$ cat src/rtl/qlm_pkg.sv
// qlm_pkg: shared widths, status codes, register indexes and the lock entry layout
// for the queued lock manager; used by every module under rtl
`default_nettype none

package qlm_pkg;

  // table geometry
  localparam int unsigned LOCKS    = 64;
  localparam int unsigned HOSTS    = 16;
  localparam int unsigned LOCK_W   = $clog2(LOCKS);
  localparam int unsigned HOST_W   = $clog2(HOSTS);
  localparam int unsigned COUNT_W  = HOST_W + 1;
  localparam int unsigned WQ_AW    = LOCK_W + HOST_W;

  // configuration registers
  localparam int unsigned HCOUNT_W = 5;
  localparam int unsigned CFG_W    = 5;
  localparam int unsigned CFG_IDX_W = 1;
  localparam logic [CFG_IDX_W-1:0] REG_HOST_COUNT = 1'd0;
  localparam logic [CFG_IDX_W-1:0] REG_MY_HOST_ID = 1'd1;

  // modulo unit, one dividend bit a step
  localparam int unsigned STEP_W = $clog2(LOCK_W + 1);

  // stream payloads
  localparam int unsigned IN_DATA_W  = 16;
  localparam int unsigned OUT_DATA_W = 16;

  // commands
  localparam logic CMD_ACQUIRE = 1'b0;
  localparam logic CMD_RELEASE = 1'b1;

  typedef enum logic [3:0] {
    ST_GRANTED       = 4'd0,
    ST_QUEUED        = 4'd1,
    ST_ALREADY_OWNER = 4'd2,
    ST_HANDED        = 4'd3,
    ST_FREED         = 4'd4,
    ST_BAD_HOST      = 4'd5,
    ST_NOT_HOME      = 4'd6,
    ST_LOCK_FREE     = 4'd7,
    ST_NOT_OWNER     = 4'd8,
    ST_QUEUE_FULL    = 4'd9
  } status_e;

  typedef enum logic [2:0] {
    FSM_IDLE   = 3'b001,
    FSM_DIV    = 3'b010,
    FSM_DECIDE = 3'b100
  } fsm_e;

  // one row of the lock table
  typedef struct packed {
    logic               held;
    logic [HOST_W-1:0]  owner;
    logic [HOST_W-1:0]  last;
    logic               last_vld;
    logic [HOST_W-1:0]  head;
    logic [COUNT_W-1:0] count;
  } lock_entry_t;

endpackage

`default_nettype wire

$ cat src/rtl/qlm_wait_mem.sv
// qlm_wait_mem: per-lock circular wait queues of host ids, one write and one
// registered read port; uses qlm_pkg
`default_nettype none

module qlm_wait_mem (
  input  logic                       clk_i,
  input  logic                       rd_en_i,
  input  logic [qlm_pkg::WQ_AW-1:0]  rd_addr_i,
  output logic [qlm_pkg::HOST_W-1:0] rd_data_o,
  input  logic                       wr_en_i,
  input  logic [qlm_pkg::WQ_AW-1:0]  wr_addr_i,
  input  logic [qlm_pkg::HOST_W-1:0] wr_data_i
);
  import qlm_pkg::*;

  logic [HOST_W-1:0] mem [LOCKS*HOSTS];
  logic [HOST_W-1:0] rd_q;

  // storage, registered read
  always_ff @(posedge clk_i) begin
    if (wr_en_i) begin
      mem[wr_addr_i] <= wr_data_i;
    end
    if (rd_en_i) begin
      rd_q <= mem[rd_addr_i];
    end
  end

  assign rd_data_o = rd_q;

endmodule

`default_nettype wire

$ cat config.mk
export PLATFORM = sky130hd
export DESIGN_NAME = qlm_wait_mem
export DESIGN_NICKNAME = d
export VERILOG_FILES = /design/src/rtl/qlm_pkg.sv /design/src/rtl/qlm_wait_mem.sv
export SDC_FILE = /design/constraint.sdc
export NUM_CORES = 2
export LEC_CHECK = 0
export BUFFER_PORTS_ARGS = -buffer_cell sky130_fd_sc_hd__buf_2
export CAP_MARGIN = 10
export CORE_MARGIN = 4
export CORE_UTILIZATION = 45
export DETAILED_ROUTE_END_ITERATION = 6
export PLACE_DENSITY = 0.59
export RECOVER_POWER = 50
export SETUP_SLACK_MARGIN = 0.1
export SLEW_MARGIN = 0
export SYNTH_ARGS = -nofsm -noshare
export SYNTH_HDL_FRONTEND = slang
export SYNTH_SLANG_ARGS = --single-unit
$ cat constraint.sdc
create_clock -name clk_i -period 3.6 [get_ports clk_i]
set_input_delay 0 -clock clk_i [delete_from_list [all_inputs] [get_ports clk_i]]
set_output_delay 0 -clock clk_i [all_outputs]
set_load 0.02 [all_outputs]
* Word level (Yosys, flattened, before mapping) *
Memory sizes are Yosys's and may differ from the RTL's. A register that Yosys moved wholly into a read port is not among the register bits.
Index checks and enable logic that the tools add are counted.

storage, ports and cells
  flip-flop bits (word level) = 0
  bits in writable memories = 4096
  input port bits = 27
  output and inout port bits = 4
  word-level logic and storage cells = 3
  memories kept = 1

cells by class
  mux-type cells = 2

memories
  name  words  bits a word  rd ports  clocked after memory_dff  wr ports  line                text
  mem   1024   4            1         1                         1         qlm_wait_mem.sv:16  logic [HOST_W-1:0] mem [LOCKS*HOSTS];

operators with widths
  operator  count
  $mux W1   2

* Longest topological paths before layout *
  word-level depth = 2
  mapped depth = 17
  gate-level depth less buffers = 8

* Worst setup path after synthesis *
OpenSTA, ideal clock, no wires.

  kind = reg2reg
  from = mem mem[3][1] (netlist name)
  to = reg rd_q[1], in the netlist rd_data_o[1] (read register of mem), data pin
  setup time = 264 ps
  data arrival time = 2469 ps
  required time = 3336 ps
  slack = 867 ps
  cell stages (with the launch flop) = 8
  buffers on the path = 0
  clock period less this slack = 2733 ps
  cells stage by stage = edfxtp_1 mux4_2 mux4_2 and2_0 or4_1 and3_1 o41ai_2 nand3_1

RTL lines
  item                line                text
  start: declaration  qlm_wait_mem.sv:16
  end: declaration    qlm_wait_mem.sv:17  logic [HOST_W-1:0] rd_q;

* Worst setup path after layout *
  from = in wr_data_i[1] (netlist name)
  to = mem mem[84][1] (netlist name), data pin

RTL lines
  item                line                text
  start: declaration  qlm_wait_mem.sv:12  input logic [qlm_pkg::HOST_W-1:0] wr_data_i

Straight into the memory's write port.

==> reports/metrics.yaml <==
grt:
  grt.total_usage: 0.2509
  antenna_found_initial: 40
  grt_pass1_wl_um: 664100
  overflow: 0
  grt_max_degree: 223
  grt_pass1_vias: 86345
critical_path:
  worstSetupPathType: "input port to flip-flop"
  start_kind: "input port"
  worstReg2RegStart: "mem[435][0]"
  cp.depth: 4
  crit_slowest_cell: "clkbuf_1"
  required_ns: 4.06
  ff2ff_path_depth: 8
  path_max_fanout: 222
  cpLargestDelayFamily: "buffers and inverters"
  end_kind: "flip-flop"
  max_stage_delay_ns: 1.18
  cp_cell_sequence: "dlygate4sd3_1, dlygate4sd3_1, clkbuf_1, buf_6"
  cp.arrival_ns: 3.98
  path_common_cell: "dlygate4sd3_1"
  path_buf_inv: 4
  crit_path_start: "wr_data_i[1]"
finish:
  final_core_util: 0.5155
  num-nets-final: 8733
  n_fill_cell: 28304
  syn_to_final_growth_pct: 14.12
  layout-drive-gt1-share: 0.2356
synthesis:
  syn_nets: 8317
  synth-edff-count: 4100
  ys_seq_elements: 4100
  async_reset_ff_frac: 0
  syn_inst: 8290
  ys.flop_type: "edfxtp_1"
  yosysWarnings: 0
  syn_avg_cell_area_um2: 19.56
  synthDistinctLibCells: 75
  ys_seq_area_frac: 0.7593
  syn-cell-area_um2: 162100
pwr:
  combPwrFrac: 0.052
  switching_power_mw: 21.99
  irDropWorstVdd_v: 0.0004118
  power_frac_seq: 0.516
  power_leakage_nw: 57.69
  p_clk_frac: 0.432
  p_int_mw: 80.04
  swShare: 0.2155
  p_per_area_nw_per_um2: 551.4
floorplan:
  core_area_um2: 358900
  pin_count: 31
  dieWidth_um: 608.3
  start_util: 0.4517
  die_area_um2: 370000
  row_count: 220
  die_y_um: 608.3
sta:
  finalCritPeriodShare: 0.9791
  final_hold_viol_count: 0
  max_freq_mhz: 283.7
  slew_headroom: -1.273
  setup_viol: 0
  min_period_ns: 3.525
  tns_ns: 0
  finClkSkew_ns: 0.06338
  worstMarginPinSlew_ns: 3.409
  rsz0062_at_grt: "false"
  slew_violations: 1544
drt:
  drc: 0
  first_pass_iters: 6
  via_count: 85912
  postRouteAntennaNets: 0
  vias_per_cell: 6.202
  drt_iter0_markers: 11441
  wl_um: 471300
  route.detailed.wl_per_inst_um: 34.02
worst_hold_path:
  holdCritPathClass: "input port to flip-flop"
  worstHoldStart: "wr_addr_i[9]"
  hold_path_depth: 5
clock_network:
  cts_sinks: 4100
  clockBufferDepth: 4
  clkTransAtPathRegs_ns: 0.07
  clk-insertion-delay-late_ns: 0.97
  cts_buffers: 416
  cts_tree: "done"
  root_buffer: "clkbuf_16"
  cts_resized: 0
  ctsHtreeMaxLevel: 5
run_status:
  status: "complete, but fails checks"
  failed_checks: "capacitance limit, slew limit"
place:
  gp_congestion: 0.8689
  port_buffers: 30
  hpwl_um: 295300
flow_run:
  cap_violations: 19
[layout make-up]
type | count | area, µm² | share of cell area
antenna | 18 | 45.04 | 0.0002434
clock buffer | 482 | 10740 | 0.05806
clock inverter | 292 | 3149 | 0.01702
inverter | 6 | 36.28 | 0.0001961
multi-input combinational | 3593 | 36230 | 0.1958
sequential | 4100 | 123100 | 0.6654
tap | 4773 | 5972 | 0.03228
timing repair buffer | 589 | 5734 | 0.03099
[sequential cells by signal, summed over array words and instances (netlist names)]
name,count
mem,4096
rd_data_o,4
[final timing paths]
| kind | to | slack (ns) |
|---|---|---|
| setup / recovery | mem[84][1] | 0.08 |
| hold / removal | mem[393][3] | 0.08 |
| setup reg to reg | rd_data_o[0] | 0.26 |
| hold reg to reg | rd_data_o[3] | 1.19 |
[routing by layer]
layer	global-route usage	share of wire
met1	0.3456	0.38
met2	0.4040	0.48
met3	0.04853	0.098
met4	0.08462	0.038
met5	0	0.00016
[logic make-up (layout without fill, tap and decap cells)]
kind of cell    count (synthesis)  count (layout)  synth area share
mux                          1359            1359            0.1516
buf+inv                       597            1369           0.01962
simple gates                 1560            1560           0.03985
other cells                     0              18                 0
flops                        4100            4100            0.7593
compound gates                674             674           0.02959
[timing repair]
action                     CTS  global route
hold buffers                24             0
setup buffers                0             0
hold endpoints to repair  2662             0
[worst reg2reg max path, stage by stage (launching register included)]
cell	delay, ns
edfxtp_1	0.36
mux4_2	0.47
nand2_1	0.13
o221ai_1	0.20
a211oi_1	0.60
o31ai_1	0.19
nor3_1	0.74
or4_1	0.29
nand4_1	0.10
[power by group through the flow]
stage                     clock network, mW  logic [mW]  registers [mW]
after floorplan                           0        2.57            53.6
after global placement                    0        5.27            53.6
after detailed placement                  0        5.33            53.6
after CTS                              44.6        5.36            52.6
after global routing                   46.7        5.54            52.6
final                                  44.1        5.32            52.6
[placed cells by master, fill, tap and decap left out, drive strengths merged, types with 11 or more instances in the layout]
cell type,count
diode,18
dlygate4sd3,24
nor2b,15
and3,12
o22ai,89
o21ai,68
nand2,166
buf,528
nand3,62
a221oi,29
nand4,12
mux4,875
o221ai,168
inv,22
clkinv,195
a21oi,129
a22o,11
a22oi,80
nor4,21
clkbuf,519
a31oi,11
clkinvlp,23
mux2i,461
nand2b,12
nor3,100
mux2,23
edfxtp,4100
nor2,1103
a211oi,13
bufinv,58
[synth_stat cells, drive strengths merged, types with 10 or more instances]
master,count,share of area
o21ai,68,0.0021
o221ai,168,0.0091
nor3,100,0.0031
nand2,166,0.0038
nor2b,15,0.00058
a31oi,11,0.00042
nand4,12,0.00046
nand2b,12,0.00046
mux2i,461,0.028
and3,12,0.00046
edfxtp,4100,0.76
a2111oi,10,0.00054
mux4,875,0.12
nor4,21,0.00081
o22ai,89,0.0034
or2,10,0.00039
nand3,62,0.0019
buf,291,0.013
a22oi,80,0.0037
mux2,23,0.0016
a211oi,13,0.00060
a21oi,129,0.0040
a221oi,29,0.0016
nor2,1103,0.026
clkbuf,300,0.0069
a22o,11,0.00059
[through the flow]
step	setup WS, ns	total power, mW	cells	hold slack (ns)	area, µm²
3_3_place_gp	-0.4449	58.86	13036	0.4111	171200
6_report	0.07512	102.0	13853	0.07529	185000
5_1_grt	0.08438	104.9	13837	0.1176	185000
2_1_floorplan	0.8668	56.15	8290	0.09887	162100
3_5_place_dp	-0.2444	58.92	13037	0.4150	171200
4_1_cts	0.2837	102.5	13835	0.01680	185300
No activity file was read; power rests on OpenSTA's default activity.
