==> src/rtl/qlm_pkg.sv <==
// qlm_pkg: shared widths, status codes, register indexes and the lock entry layout
// for the queued lock manager; used by every module under rtl
`default_nettype none

package qlm_pkg;

  // table geometry
  localparam int unsigned LOCKS    = 64;
  localparam int unsigned HOSTS    = 16;
  localparam int unsigned LOCK_W   = $clog2(LOCKS);
  localparam int unsigned HOST_W   = $clog2(HOSTS);
  localparam int unsigned COUNT_W  = HOST_W + 1;
  localparam int unsigned WQ_AW    = LOCK_W + HOST_W;

  // configuration registers
  localparam int unsigned HCOUNT_W = 5;
  localparam int unsigned CFG_W    = 5;
  localparam int unsigned CFG_IDX_W = 1;
  localparam logic [CFG_IDX_W-1:0] REG_HOST_COUNT = 1'd0;
  localparam logic [CFG_IDX_W-1:0] REG_MY_HOST_ID = 1'd1;

  // modulo unit, one dividend bit a step
  localparam int unsigned STEP_W = $clog2(LOCK_W + 1);

  // stream payloads
  localparam int unsigned IN_DATA_W  = 16;
  localparam int unsigned OUT_DATA_W = 16;

  // commands
  localparam logic CMD_ACQUIRE = 1'b0;
  localparam logic CMD_RELEASE = 1'b1;

  typedef enum logic [3:0] {
    ST_GRANTED       = 4'd0,
    ST_QUEUED        = 4'd1,
    ST_ALREADY_OWNER = 4'd2,
    ST_HANDED        = 4'd3,
    ST_FREED         = 4'd4,
    ST_BAD_HOST      = 4'd5,
    ST_NOT_HOME      = 4'd6,
    ST_LOCK_FREE     = 4'd7,
    ST_NOT_OWNER     = 4'd8,
    ST_QUEUE_FULL    = 4'd9
  } status_e;

  typedef enum logic [2:0] {
    FSM_IDLE   = 3'b001,
    FSM_DIV    = 3'b010,
    FSM_DECIDE = 3'b100
  } fsm_e;

  // one row of the lock table
  typedef struct packed {
    logic               held;
    logic [HOST_W-1:0]  owner;
    logic [HOST_W-1:0]  last;
    logic               last_vld;
    logic [HOST_W-1:0]  head;
    logic [COUNT_W-1:0] count;
  } lock_entry_t;

endpackage

`default_nettype wire

==> src/rtl/qlm_lock_mem.sv <==
// qlm_lock_mem: lock table memory with one valid bit per row so that
// unwritten rows read as zero after reset; uses qlm_pkg
`default_nettype none

module qlm_lock_mem (
  input  logic                       clk_i,
  input  logic                       rst_ni,
  input  logic                       rd_en_i,
  input  logic [qlm_pkg::LOCK_W-1:0] rd_addr_i,
  output qlm_pkg::lock_entry_t       rd_data_o,
  input  logic                       wr_en_i,
  input  logic [qlm_pkg::LOCK_W-1:0] wr_addr_i,
  input  qlm_pkg::lock_entry_t       wr_data_i
);
  import qlm_pkg::*;

  lock_entry_t      mem [LOCKS];
  logic [LOCKS-1:0] vld_q;
  lock_entry_t      rd_q;
  logic             rd_vld_q;

  // row valid bits
  always_ff @(posedge clk_i or negedge rst_ni) begin
    if (!rst_ni) begin
      vld_q    <= '0;
      rd_vld_q <= 1'b0;
    end else begin
      if (wr_en_i) begin
        vld_q[wr_addr_i] <= 1'b1;
      end
      if (rd_en_i) begin
        rd_vld_q <= vld_q[rd_addr_i];
      end
    end
  end

  // storage, registered read
  always_ff @(posedge clk_i) begin
    if (wr_en_i) begin
      mem[wr_addr_i] <= wr_data_i;
    end
    if (rd_en_i) begin
      rd_q <= mem[rd_addr_i];
    end
  end

  assign rd_data_o = rd_vld_q ? rd_q : '0;

endmodule

`default_nettype wire

==> config.mk <==
export PLATFORM = sky130hd
export DESIGN_NAME = qlm_lock_mem
export DESIGN_NICKNAME = d
export VERILOG_FILES = /design/src/rtl/qlm_pkg.sv /design/src/rtl/qlm_lock_mem.sv
export SDC_FILE = /design/constraint.sdc
export NUM_CORES = 1
export LEC_CHECK = 0
export BUFFER_PORTS_ARGS = -buffer_cell sky130_fd_sc_hd__buf_2
export CORE_UTILIZATION = 50
export CTS_BUF_LIST = sky130_fd_sc_hd__clkbuf_8
export CTS_CLUSTER_DIAMETER = 150
export DETAILED_ROUTE_END_ITERATION = 12
export GPL_ROUTABILITY_DRIVEN = 0
export PLACE_DENSITY_LB_ADDON = 0.3
export SLEW_MARGIN = 20
export SYNTH_ARGS = -nofsm -noshare
export SYNTH_HDL_FRONTEND = slang
export SYNTH_SLANG_ARGS = --single-unit
==> constraint.sdc <==
create_clock -name clk_i -period 2.76 [get_ports clk_i]
set_input_delay 0.552 -clock clk_i [delete_from_list [all_inputs] [get_ports clk_i]]
set_output_delay 0.552 -clock clk_i [all_outputs]
set_load 0.05 [all_outputs]
# Word-level counts from Yosys, hierarchy flattened
# Memory sizes are Yosys's and may differ from the RTL's. A register that Yosys moved wholly into a read port is not among the register bits.
# Index checks and enable logic that the tools add are counted.
# W data, S select, Z words.
[totals]
ff_bits = 65
ramBits = 1216
in_bits = 35
out_inout_bits = 19
wordCells = 15
n_memories = 1
[op_classes]
n_lt_le_gt_ge = 3
n_mux = 7
bitwise = 1
n_reduce_logical = 1
[mem_list]
columns = ["memory", "depth", "width", "rd", "rd_clocked_by_memory_dff", "write_ports", "line_no", "rtl"]
rows = [
  ["mem", 64, 19, 1, 1, 1, "qlm_lock_mem.sv:17", "lock_entry_t mem [LOCKS];"],
]
[ops]
columns = ["cell", "count"]
rows = [
  ["$or A64 B64 Y64", 1],
  ["$mux W19", 1],
  ["$lt A6 B7 Y1 const B", 2],
  ["$bmux W1 S6", 1],
  ["$demux W1 S6", 1],
  ["$ge A6 B1 Y1 const B", 1],
  ["$mux W1", 4],
  ["$logic_and A1 B1 Y1", 1],
]

# Logic depth before layout (Yosys ltp)
[logic_depth]
word_depth = 5
mapped_depth = 8
depth_no_buf = 5

# Least setup slack after synthesis
# Ideal clock, no wire load.
[synth_path]
path_kind = "input to register"
start = "in wr_addr_i[3] (netlist name)"
end = "mem mem[48][0] (netlist name) (enable)"
setup_ns = 0.420
arrival_ns = 2.569
required_ns = 2.340
path_slack_ns = -0.229
path_stages = 4
path_buffers = 1
cell_sequence = "clkbuf_1 -> nand4b_1 -> or2_2 -> nor3_1"
[synth_lines]
columns = ["element", "line_no", "rtl"]
rows = [
  ["start, declared", "qlm_lock_mem.sv:12", "input logic [qlm_pkg::LOCK_W-1:0] wr_addr_i,"],
  ["end, declared", "qlm_lock_mem.sv:17", ""],
]
# Straight into the memory's write port.

==> flow_summary.ini <==
[power]
power.leakage_nw = 18.9
power.ir.vdd_worst_mv = 0.502
powerDensity_nw_per_um2 = 685

[logic_synthesis]
synth_fa_ha_area_share_pct = 0
synth_xor_area_share_pct = 0
synthTopCellsByArea = sky130_fd_sc_hd__edfxtp_1 75%, sky130_fd_sc_hd__mux4_2 18%, sky130_fd_sc_hd__dfrtp_1 3.3%
post_synth_cell_types = 30
post_synth_instance_area_um2 = 49700
sequential_element_share_of_the_synthesized_area_pct = 77.9
netlist.area_leader.share_pct = 74.6
yosys-mux-area-fraction_pct = 18.0
yosys_warnings = 0
synth-simple-area-share_pct = 2.18
synthesized_area_fraction_occupied_by_ao_oa_aoi_and_oai_cells_pct = 0.685
ys_top_cells_by_count = 1235 x sky130_fd_sc_hd__edfxtp_1, 389 x sky130_fd_sc_hd__mux4_2, 79 x sky130_fd_sc_hd__nor2_1
synth-edff-count = 1235
synth-seq-cells = 1300
ys_async_sr_fraction_pct = 5.00
postSynthAreaPerCell_um2 = 23.9
synth_largest_area_cell = sky130_fd_sc_hd__edfxtp_1
mappedNetlistNets = 2119
synthesis.instances = 2084
post_synth_top_flop = sky130_fd_sc_hd__edfxtp_1
largest_family_of_logic_cells_by_synthesized_area = multiplexers
synth.most_common_cell = sky130_fd_sc_hd__edfxtp_1

[grt]
number_of_global_route_vias_before_repair = 24929
grt_max_degree = 66
globalRouteOverflowTotal = 0
global_route.usage.total_pct = 24.5
grt_antenna_before_repair = 9
grt_first_pass_wirelength_um = 172000

[clocking]
ctsHtreeMaxLevel = 4
insertion_delay_ns = 0.89
cts_made_buffers = 201
postCtsSetupBuffers = 0
register_clock_pin_slew_on_the_reported_worst_setup_and_hold_paths_ns = 0.06
max-clock-path-buffers = 3
cts_sinks = 1300
tritoncts = yes
ctsRootBufferMaster = sky130_fd_sc_hd__clkbuf_8

[die]
io_pins = 54
placeableCoreArea_um2 = 98400
num_rows = 115
die-height_um = 317
dieArea_um2 = 101000
floorplan.die.width_um = 317
start_util_pct = 50.5

[sta]
report.final.setup_viol = 0
final.setup_skew_ns = 0.0467
period_share_pct = 95.3
final_critical_period_ns = 2.63
hold_viol = 0
rsz0062_at_grt = no
max_clock_freq_mhz = 380
hold_slack_ns = 0.108
timing_worst_slew_pin_value_ns = 0.994
maxSlewViolCount = 0
max-slew-margin-rel_pct = 33.7

[detailed_routing]
drt_wl_total_um = 118000
dr.pass1.iters = 7
post-route-drc-count = 0
wl_per_cell_um = 30.3
routed-via-count = 23826
routed_via_density = 6.11
drtIter0Drc = 2796
count_of_nets_left_with_antenna_violations_after_detail_routing = 0

[worst_hold_path]
holdCritPathClass = in -> reg

[finish]
final_core_utilization_pct = 58.4
multiInputGateArea_um2 = 10600
fillerInstances = 6996
seqCellArea_um2 = 38700
synthToLayoutAreaGrowth_pct = 15.6
fin_nets = 2468
post_route_cells_drive_above_1_share_pct = 39.0

[placement]
io_buf_count = 53
place_hpwl_um = 68400

[setup_path]
timing.critical_path.required_ns = 3.33
cp_data_arrival_time_ns = 3.20
crit_path_max_fanout = 23
critPathKind = in -> reg
critPathLaunchType = input pin
setup.worst_path.end_class = register

[run_status]
run_status = completed

[flow_run]
maximum_capacitance_violations = 0
-- metrics by stage --
step	cells	instance area, um^2	TNS (ns)	power [mW]	setup WS [ns]
finish	3899	57500	0	39.4	0.130
global route	3895	57400	0	40.6	0.0604
CTS	3893	57400	0	39.7	0.0524
detailed placement	3516	53700	-5.19	25.1	-0.700
global placement	3516	53700	-4.96	25.0	-0.681
floorplan	2084	49700	0	23.9	0.142
-- sequential cells by signal, summed over array words and instances, names as in the netlist --
name / cells
mem: 1216
rd_vld_q: 1
vld_q: 64
rd_q: 19
-- logic make-up (layout without fill, tap and decap cells) --
logic type             Yosys count  after routing
multiplexers                   409            409
other                            0              6
AO/OA/AOI/OAI                   49             49
AND/OR/NAND/NOR                214            214
buffers and inverters          112            634
flip-flops                    1300           1300
-- where the power goes --
| group | total [mW] | switching [mW] | internal, mW |
|---|---|---|---|
| registers | 22.1 | 0.149 | 21.9 |
| clock network | 14.7 | 7.44 | 7.28 |
| logic | 2.56 | 1.44 | 1.12 |
| total | 39.4 | 9.02 | 30.3 |
-- cells in the final DEF (no fill, tap or decap), types with 3 or more instances in the layout --
cell type	instances
sky130_fd_sc_hd__mux2i_1	20
sky130_fd_sc_hd__clkbuf_8	205
sky130_fd_sc_hd__clkinv_1	61
sky130_fd_sc_hd__o22ai_1	22
sky130_fd_sc_hd__mux4_2	389
sky130_fd_sc_hd__a22oi_1	20
sky130_fd_sc_hd__inv_8	5
sky130_fd_sc_hd__clkinv_2	18
sky130_fd_sc_hd__buf_4	122
sky130_fd_sc_hd__diode_2	6
sky130_fd_sc_hd__and2_1	20
sky130_fd_sc_hd__dfrtp_1	64
sky130_fd_sc_hd__nor2b_1	7
sky130_fd_sc_hd__nand2_1	19
sky130_fd_sc_hd__inv_1	77
sky130_fd_sc_hd__clkinv_8	3
sky130_fd_sc_hd__nand3_1	10
sky130_fd_sc_hd__nor2_1	17
sky130_fd_sc_hd__inv_12	4
sky130_fd_sc_hd__or2_2	66
sky130_fd_sc_hd__buf_2	48
sky130_fd_sc_hd__buf_12	81
sky130_fd_sc_hd__bufinv_16	3
sky130_fd_sc_hd__nor2_2	62
sky130_fd_sc_hd__nand2b_1	5
sky130_fd_sc_hd__edfxtp_1	1235
-- metal layers --
layer / up-vias / share of wire, % / track usage [%] / wire [um]
met3: 219 / 8.3 / 4.96 / 9870
met1: 12820 / 40 / 34.5 / 47700
met2: 1165 / 48 / 38.7 / 57300
met5: - / 0.016 / 0 / 19
met4: 2 / 2.9 / 8.24 / 3450
li1: 9620 / - / - / -
-- area by class of cell --
cell class                 count  area share [%]
tap                         1287            2.80
inverter                       3          0.0196
clock buffer                 205            4.91
clock inverter               171            1.55
sequential                  1300            67.4
timing repair buffer         255            4.92
antenna                        6          0.0261
multi-input combinational    672            18.4
-- critical path, stage by stage --
cell and delay, ns:
sky130_fd_sc_hd__buf_8 0.18, sky130_fd_sc_hd__buf_12 0.26, sky130_fd_sc_hd__buf_12 0.23, sky130_fd_sc_hd__mux4_2 0.53, sky130_fd_sc_hd__mux4_2 0.52, sky130_fd_sc_hd__a22oi_1 0.77
sky130_fd_sc_hd__nand2_1 0.11
-- worst paths after layout --
path                                   start          to  slack, ns  depth (start not counted)
worst max-delay path            rd_addr_i[0]    rd_q[10]       0.13                          7
worst min-delay path            wr_data_i[2]  mem[17][2]       0.11                          1
worst max register to register   mem[47][10]    rd_q[10]       0.20                          4
worst min register to register     vld_q[59]   vld_q[59]       0.46                          1
max in group asynchronous             rst_ni    rd_vld_q       1.59                          3
min in group asynchronous             rst_ni   vld_q[60]       0.45                          3
-- repair_timing --
action / in CTS / in global routing
setup endpoints to repair: 17 / 0
resized for setup: 1 / 0
hold buffers: 1 / 0
endpoints found under the hold margin: 65 / 0
(Power assumes the default switching activity.)
