==> config.mk <==
export PLATFORM = sky130hd
export DESIGN_NAME = qlm_mod
export DESIGN_NICKNAME = d
export VERILOG_FILES = /design/src/rtl/qlm_pkg.sv /design/src/rtl/qlm_mod.sv
export SDC_FILE = /design/constraint.sdc
export NUM_CORES = 1
export LEC_CHECK = 0
export BUFFER_PORTS_ARGS = -buffer_cell sky130_fd_sc_hd__buf_2
export CORE_AREA = 2 2 44 46
export CTS_BUF_LIST = sky130_fd_sc_hd__clkbuf_2 sky130_fd_sc_hd__clkbuf_4 sky130_fd_sc_hd__clkbuf_8
export DETAILED_ROUTE_END_ITERATION = 10
export DIE_AREA = 0 0 46 48
export PLACE_DENSITY = 0.74
export SLEW_MARGIN = 5
export SYNTH_ARGS = -nofsm -noshare
export SYNTH_HDL_FRONTEND = slang
export SYNTH_SLANG_ARGS = --single-unit
==> constraint.sdc <==
create_clock -name clk_i -period 3.48 [get_ports clk_i]
set_input_delay 0.696 -clock clk_i [delete_from_list [all_inputs] [get_ports clk_i]]
set_output_delay 0.696 -clock clk_i [all_outputs]
set_load 0.005 [all_outputs]
==> src/rtl/qlm_pkg.sv <==
// qlm_pkg: shared widths, status codes, register indexes and the lock entry layout
// for the queued lock manager; used by every module under rtl
`default_nettype none

package qlm_pkg;

  // table geometry
  localparam int unsigned LOCKS    = 64;
  localparam int unsigned HOSTS    = 16;
  localparam int unsigned LOCK_W   = $clog2(LOCKS);
  localparam int unsigned HOST_W   = $clog2(HOSTS);
  localparam int unsigned COUNT_W  = HOST_W + 1;
  localparam int unsigned WQ_AW    = LOCK_W + HOST_W;

  // configuration registers
  localparam int unsigned HCOUNT_W = 5;
  localparam int unsigned CFG_W    = 5;
  localparam int unsigned CFG_IDX_W = 1;
  localparam logic [CFG_IDX_W-1:0] REG_HOST_COUNT = 1'd0;
  localparam logic [CFG_IDX_W-1:0] REG_MY_HOST_ID = 1'd1;

  // modulo unit, one dividend bit a step
  localparam int unsigned STEP_W = $clog2(LOCK_W + 1);

  // stream payloads
  localparam int unsigned IN_DATA_W  = 16;
  localparam int unsigned OUT_DATA_W = 16;

  // commands
  localparam logic CMD_ACQUIRE = 1'b0;
  localparam logic CMD_RELEASE = 1'b1;

  typedef enum logic [3:0] {
    ST_GRANTED       = 4'd0,
    ST_QUEUED        = 4'd1,
    ST_ALREADY_OWNER = 4'd2,
    ST_HANDED        = 4'd3,
    ST_FREED         = 4'd4,
    ST_BAD_HOST      = 4'd5,
    ST_NOT_HOME      = 4'd6,
    ST_LOCK_FREE     = 4'd7,
    ST_NOT_OWNER     = 4'd8,
    ST_QUEUE_FULL    = 4'd9
  } status_e;

  typedef enum logic [2:0] {
    FSM_IDLE   = 3'b001,
    FSM_DIV    = 3'b010,
    FSM_DECIDE = 3'b100
  } fsm_e;

  // one row of the lock table
  typedef struct packed {
    logic               held;
    logic [HOST_W-1:0]  owner;
    logic [HOST_W-1:0]  last;
    logic               last_vld;
    logic [HOST_W-1:0]  head;
    logic [COUNT_W-1:0] count;
  } lock_entry_t;

endpackage

`default_nettype wire

==> src/rtl/qlm_mod.sv <==
// qlm_mod: iterative restoring modulo of the lock index by the host count,
// one dividend bit a cycle; uses qlm_pkg
`default_nettype none

module qlm_mod (
  input  logic                         clk_i,
  input  logic                         rst_ni,
  input  logic                         start_i,
  input  logic [qlm_pkg::LOCK_W-1:0]   dividend_i,
  input  logic [qlm_pkg::HCOUNT_W-1:0] divisor_i,
  output logic                         busy_o,
  output logic [qlm_pkg::HCOUNT_W-1:0] rem_o
);
  import qlm_pkg::*;

  logic [STEP_W-1:0]   cnt_q, cnt_d;
  logic [LOCK_W-1:0]   shr_q, shr_d;
  logic [HCOUNT_W-1:0] rem_q, rem_d;
  logic [HCOUNT_W:0]   trial;
  logic [HCOUNT_W:0]   div_ext;

  // one shift-compare-subtract step
  always_comb begin
    trial   = {rem_q, shr_q[LOCK_W-1]};
    div_ext = {1'b0, divisor_i};
    cnt_d   = cnt_q;
    shr_d   = shr_q;
    rem_d   = rem_q;
    if (start_i) begin
      cnt_d = STEP_W'(LOCK_W);
      shr_d = dividend_i;
      rem_d = '0;
    end else if (cnt_q != '0) begin
      cnt_d = cnt_q - 1'b1;
      shr_d = {shr_q[LOCK_W-2:0], 1'b0};
      if (trial >= div_ext) begin
        rem_d = HCOUNT_W'(trial - div_ext);
      end else begin
        rem_d = HCOUNT_W'(trial);
      end
    end
  end

  // step counter
  always_ff @(posedge clk_i or negedge rst_ni) begin
    if (!rst_ni) begin
      cnt_q <= '0;
    end else begin
      cnt_q <= cnt_d;
    end
  end

  // datapath registers
  always_ff @(posedge clk_i) begin
    shr_q <= shr_d;
    rem_q <= rem_d;
  end

  assign busy_o = (cnt_q != '0);
  assign rem_o  = rem_q;

endmodule

`default_nettype wire

=== Word-level counts from Yosys, hierarchy flattened ===
Cells that the tools add are included.

* Register bits after elaboration: 14
* Output and inout bits: 6
* Bits of input ports: 14

* Reduce and logical (&&, ||, !) cells: 2
* Order comparisons: 1
* Add/sub/neg operators: 2
* Multiplexer cells: 5

{| class="wikitable"
|+ Operators by type and width
! operator !! count
|-
| $mux 6 || 2
|-
| $ge 6x5->1 || 1
|-
| $mux 3 || 2
|-
| $mux 5 || 1
|-
| $sub 5x5->5 || 1
|-
| $reduce_bool 3->1 || 1
|-
| $sub 3x1->3 const B || 1
|-
| $reduce_bool 2->1 || 1
|}

=== Depth between registers and ports, before layout ===
Gate-level depths: netlist (run 1).

* Word-level depth: 3
* Depth in mapped cells: 9
* Depth with buffers taken out: 8

=== Worst setup path after synthesis (run 1) ===
No wires, ideal clock.

* Path kind: in2reg
* Start: in divisor_i[0] in the netlist's numbering
* End: reg rem_q[2] (netlist: rem_o[2])
* Stages: 8
* Data arrival time: 2043 ps
* Setup slack: 1315 ps
* Path through: ha_1 -> inv_1 -> fa_1 -> a211oi_1 -> o21a_1 -> buf_6 -> nor4_1 -> a221o_2

* Cells in the longest elaborated chain, start to end: 2

{| class="wikitable"
|+ Ends and longest elaborated chain
! what !! line !! source
|-
| start, declared || qlm_mod.sv:10 || <nowiki>input logic [qlm_pkg::HCOUNT_W-1:0] divisor_i,</nowiki>
|-
| $sub 5x5->5 / $ge 6x5->1 (equally long branches) || qlm_mod.sv:37, qlm_mod.sv:36 ||
|-
| $mux 5 (*) || qlm_mod.sv:36 || <nowiki>if (trial >= div_ext) begin</nowiki>
|-
| end signal, assigned || qlm_mod.sv:56 || <nowiki>rem_q <= rem_d;</nowiki>
|-
| end, declared || qlm_mod.sv:18 || <nowiki>logic [HCOUNT_W-1:0] rem_q, rem_d;</nowiki>
|}

Every way passes the cells marked *; elsewhere a longest branch is shown, timed or not.
A chain may end at the register's enable or synchronous reset.

=== Final worst setup path (run 1) ===
* Start: reg cnt_q[0]
* End: out busy_o

* Cells in the longest elaborated chain, start to end: 1

{| class="wikitable"
|+ Ends and longest elaborated chain
! what !! line !! source
|-
| start, declared || qlm_mod.sv:16 || <nowiki>logic [STEP_W-1:0] cnt_q, cnt_d;</nowiki>
|-
| start signal, assigned || qlm_mod.sv:49 || <nowiki>cnt_q <= cnt_d;</nowiki>
|-
| $reduce_bool 3->1 || qlm_mod.sv:59 || <nowiki>assign busy_o = (cnt_q != '0);</nowiki>
|-
| end, declared || qlm_mod.sv:11 || <nowiki>output logic busy_o,</nowiki>
|}

Every way passes these cells.

==> flow_summary_export.csv, run 1 <==
group,metric,value,unit
status,status,"finished clean",
yosys,postSynthCellCount,82,
sta,slew_violations,0,
clock_tree,cts_hold_buf,0,
layout,utilization,56.7,%
power_and_ir_drop,finalPower,584,uW
clock_tree,root_buffer,"clkbuf_4",
die,io_pins,20,
drt,drtIter0Drc,6,
drt,post_drt_via_cell_ratio,5.40,
worst_setup_path,r2r_slack,1310,ps
min_path,hp-class,"in2async",
drt,firstDrtPassIters,4,
layout,drive_above_1_share,28.7,%
flow_run,maxCapViolations,0,
worst_setup_path,required,2780,ps
worst_setup_path,crit_type,"reg2out",
die,coreArea,1690,um^2
sta,rsz0062_at_grt,"no",
sta,fmax,0.384,GHz
power_and_ir_drop,p_int,377,uW
power_and_ir_drop,power_leakage,0.000464,uW
drt,ant_nets,0,
yosys,ys_ff_latch,14,
worst_setup_path,cp.arrival,1910,ps
layout,nets,124,
drt,vias,637,
yosys,mappedNetlistArea,841,um^2
power_and_ir_drop,ir_worst_vdd,0.000224,V
sta,fin_skew,2.92,ps
drt,wl_per_cell,12.3,um
grt,grt_overflow_total,0,
yosys,synthesis.nets,104,
worst_setup_path,crit_chain,"inv_1, ha_1, nor2b_1, inv_1, buf_2",
grt,grt_max_degree,13,
power_and_ir_drop,power_density,610,nW/um^2
placement,port_buffers,19,
yosys,syn_avg_cell_area,10.3,um^2
yosys,ys_top_cells_by_area,"edfxtp_1 21%, dfxtp_1 12%, ha_1 10%",
layout,diodes,0,
die,dieArea,2210,um^2
worst_setup_path,crit_top_cell,"inv_1",
clock_tree,cts_tree,"yes",
clock_tree,path_clk_slew,80,ps
power_and_ir_drop,switching_share,35.5,%
die,die_w,46,um
worst_setup_path,crit_slowest_cell,"nor2b_1",
yosys,synth_edf_count,6,
power_and_ir_drop,switchingPower,208,uW
grt,grt_pass1_wl,2.45,mm
sta,max_slew_margin,62.5,%
sta,setup_viol,0,
sta,finalHoldViolCount,0,
clock_tree,htreeDepth,1,
worst_setup_path,cp-end-kind,"primary output",
clock_tree,cts_buffer_depth,2,
worst_setup_path,startpoint_type,"register",
sta,setup_tns,0,ps
yosys,synthDistinctLibCells,34,
worst_setup_path,crit_path_max_fanout,11,
power_and_ir_drop,combPwrFrac,43.4,%
layout,areaGrowthSynthToFinish,14.0,%
die,die_y,48,um
drt,drcViolationCount,0,
grt,grt_usage,16.3,%
die,row_count,15,
drt,wirelength,1.45,mm
power_and_ir_drop,clockPowerShare,16.0,%
grt,antenna_found_initial,0,
yosys,synth_most_common_cell,"inv_1",
clock_tree,numCtsBuffers,3,
yosys,async_reset_ff_share,21.4,%
yosys,synth_top_area_share,21.4,%
yosys,synth_warnings,0,
clock_tree,cts_setup_buffers,0,
placement,finalWeightedCongestion,0.893,
sta,worst-slew-pin-transition,561,ps
clock_tree,cts_resized,0,
worst_setup_path,slowest_delay,480,ps
grt,grt_pass1_vias,580,
clock_tree,cts_sinks,14,
power_and_ir_drop,pwr-share-seq,40.6,%
sta,period_minus_slack,2610,ps
placement,hpwl,1.15,mm
layout,fillers,157,
clock_tree,clk-insertion-delay-late,280,ps
die,floorplan.initialDensity,49.8,%
yosys,yosysSeqAreaShare,42.3,%
yosys,synth-main-ff-cell,"edfxtp_1",
yosys,ys_top_cells_by_count,"11 x inv_1, 7 x ha_1, 6 x edfxtp_1",
sta,post-route-period-util,74.9,%
yosys,yosysTopAreaCell,"edfxtp_1",
[power groups by stage]
stage                     Clock, uW  Sequential [uW]  Combinational, uW
after floorplan                   0              238                208
after global placement            0              241                245
after detailed placement          0              241                253
after CTS                      96.8              238                255
after global routing            104              243                285
final                          93.7              237                254
[layout make-up]
type | instances | area (um^2) | area share (%)
multi-input cells | 53 | 419 | 43.7
well taps | 17 | 21.3 | 2.22
clock buffers | 3 | 22.5 | 2.35
flip-flops and latches | 14 | 355 | 37.1
clock inverters | 1 | 3.75 | 0.392
repair buffers | 19 | 95.1 | 9.92
inverters | 11 | 41.3 | 4.31
[critical path, delay by kind of cell (launching register included)]
| kind | cells | cell delay (ps) |
|---|---|---|
| buffers and inverters | 3 | 600 |
| DFF | 1 | 370 |
| adders and majority gates | 1 | 180 |
| and+or+nand+nor | 1 | 480 |
[sequential cells by signal (all words and copies together), names as in the netlist]
signal  flops
cnt_q       3
rem_o       5
shr_q       6
[logic make-up (layout without fill, tap and decap cells)]
family	count (synthesis)	after routing	share of synthesized area [%]
muxes	6	6	7.89
buffers and inverters	15	34	7.89
and+or+nand+nor	16	16	9.97
adders and majority gates	8	8	12.8
DFF	14	14	42.3
AOI/OAI and AO/OA	19	19	15.0
xor gates and xnor gates	4	4	4.17
[cell usage in the layout (no fill, tap or decap), types with 2 or more instances in the layout]
master,n
clkbuf_4,3
and3_1,3
inv_1,11
edfxtp_1,6
nor2_1,2
buf_2,19
o21ai_1,2
dfxtp_1,5
dfrtp_1,3
ha_1,7
a21oi_1,4
nor2b_1,2
mux2_2,5
o21ai_0,3
nand2_1,5
a211oi_1,2
xnor2_1,3
[metrics by stage]
step                worst slack [ps]  std cells  cell area (um^2)  hold WS, ps
floorplan                       1310         82               841          400
global placement                1140        114               932          467
detailed placement              1010        114               932          492
CTS                              889        118               958          192
global route                     702        118               958          184
finish                           875        118               958          198
[worst paths after layout]
| check | from | end | cells after the start |
|---|---|---|---|
| max in group asynchronous | rst_ni | cnt_q[0] | 1 |
| setup reg to reg | shr_q[5] | rem_o[2] | 8 |
| hold / removal | rst_ni | cnt_q[1] | 1 |
| hold reg to reg | cnt_q[2] | cnt_q[2] | 1 |
| setup / recovery | cnt_q[0] | busy_o | 5 |
| min in group clk_i | cnt_q[2] | cnt_q[2] | 1 |
[layer usage]
layer / part of all wire, % / global-route usage [%] / wire [um]
met5: 0 / 0 / 0
met4: 0 / 3.43 / 0
met3: 4.5 / 6.79 / 65
met2: 51 / 27.5 / 737
met1: 45 / 19.4 / 651
Power figures use the tool's default switching activity.
==> run 2, diff against run 1 <==
==> constraint.sdc (replaced) <==
create_clock -name clk_i -period 2.55 [get_ports clk_i]
set_input_delay 0.51 -clock clk_i [delete_from_list [all_inputs] [get_ports clk_i]]
set_output_delay 0.51 -clock clk_i [all_outputs]
set_load 0.005 [all_outputs]
==> flow_summary_export.csv, run 2 (synthesis gave the netlist of run 1 again) <==
group,metric,value,unit
die,floorplan.initialDensity,49.8,%
sta,rsz0062_at_grt,"no",
drt,firstDrtPassIters,4,
clock_tree,htreeDepth,1,
clock_tree,cts_buffer_depth,2,
grt,grt_pass1_vias,589,
worst_setup_path,r2r_cells,8,
flow_run,maxCapViolations,0,
clock_tree,cts_tree,"yes",
sta,setup_tns,0,ps
sta,fmax,0.476,GHz
layout,drive_above_1_share,29.4,%
placement,hpwl,1.13,mm
clock_tree,numCtsBuffers,3,
grt,grt_pass1_wl,2.47,mm
sta,slew_violations,0,
die,die_y,48,um
clock_tree,clk-insertion-delay-late,270,ps
clock_tree,cts_hold_buf,0,
clock_tree,path_clk_slew,80,ps
clock_tree,root_buffer,"clkbuf_4",
min_path,hp-class,"in2async",
power_and_ir_drop,power_density,826,nW/um^2
status,status,"finished clean",
layout,nets,125,
layout,layout.cells.most_common_list,"19 x buf_2, 11 x inv_1, 7 x ha_1",
die,coreArea,1690,um^2
grt,grt_overflow_total,0,
sta,finalHoldViolCount,0,
placement,finalWeightedCongestion,0.897,
layout,fillers,158,
worst_setup_path,cp.arrival,1590,ps
die,row_count,15,
die,dieArea,2210,um^2
worst_setup_path,startpoint_type,"register",
sta,fin_skew,0.609,ps
drt,drtIter0Drc,11,
worst_setup_path,crit_path_max_fanout,11,
clock_tree,cts_sinks,14,
sta,setup_viol,0,
worst_setup_path,crit_type,"reg2out",
die,die_w,46,um
sta,period_minus_slack,2100,ps
worst_setup_path,r2r_slack,480,ps
drt,vias,650,
clock_tree,cts_resized,0,
power_and_ir_drop,finalPower,798,uW
power_and_ir_drop,power_leakage,0.000470,uW
drt,wirelength,1.45,mm
worst_setup_path,required,2040,ps
clock_tree,cts_setup_buffers,0,
drt,wl_per_cell,12.2,um
placement,port_buffers,19,
layout,final_common_cell,"buf_2",
grt,antenna_found_initial,0,
placement,dpl_worst_slack,322,ps
layout,largest_reg_flops,6,
worst_setup_path,cp-end-kind,"primary output",
layout,largest-register,"shr_q",
worst_setup_path,r2r_start,"shr_q[5]",
sta,worst_slack,450,ps
layout,utilization,57.2,%
drt,drcViolationCount,0,
worst_setup_path,r2r_end,"rem_o[2]",
drt,ant_nets,0,
power_and_ir_drop,ir_worst_vdd,0.000379,V
layout,diodes,0,
sta,worst-slew-pin-transition,288,ps
die,io_pins,20,
sta,hold_ws,12.8,ps
drt,post_drt_via_cell_ratio,5.46,
sta,post-route-period-util,82.3,%
layout,areaGrowthSynthToFinish,14.9,%
grt,grt_usage,16.1,%
sta,max_slew_margin,80.8,%
grt,grt_max_degree,13,
run 2: changes by cell type in the layout (fill, tap and decap cells not counted), sizes merged:
| cell | before | now |
|---|---|---|
| buf | 19 | 20 |
run 2: critical path: stages (launching register included):
cell and delay [ps]:
dfrtp_1 340, inv_1 70, ha_1 210, nor2b_1 130
buf_4 160, inv_1 230, buf_2 180
run 2: final cells by class:
cell class | instances | area [um^2] | share of cell area, %
Clock inverter | 1 | 3.75 | 0.389
Clock buffer | 3 | 22.5 | 2.33
Timing Repair Buffer | 20 | 103 | 10.6
Tap cell | 17 | 21.3 | 2.20
Sequential cell | 14 | 355 | 36.8
Inverter | 11 | 41.3 | 4.27
Multi-Input combinational cell | 53 | 419 | 43.4
run 2: stage by stage:
step                      instances  cell area, um^2
after detailed placement        115              940
after CTS                       119              966
after global placement          115              940
final                           119              966
after floorplan                  82              841
after global routing            119              966
run 2: per-layer routing:
layer / up-vias / global-route usage [%] / part of all wire, %
met5: - / 0 / 0
met4: 0 / 6.86 / 2.1
met3: 4 / 6.79 / 5.3
met2: 17 / 25.8 / 47
met1: 303 / 19.0 / 46
li1: 326 / - / -
run 2: worst max path at each step:
stage | from | end | slack, ps | cells past startpoint
floorplan | divisor_i[0] | rem_o[2] | 570 | 8
global placement | divisor_i[0] | rem_o[2] | 410 | 8
detailed placement | divisor_i[0] | rem_o[2] | 320 | 8
CTS | cnt_q[0] | busy_o | 450 | 6
global route | cnt_q[0] | busy_o | 320 | 6
finish | cnt_q[0] | busy_o | 450 | 6
run 2: where the power goes:
group	switching, uW	internal (uW)
logic	176	170
clock network	68.7	56.7
registers	38.0	288
total	283	515
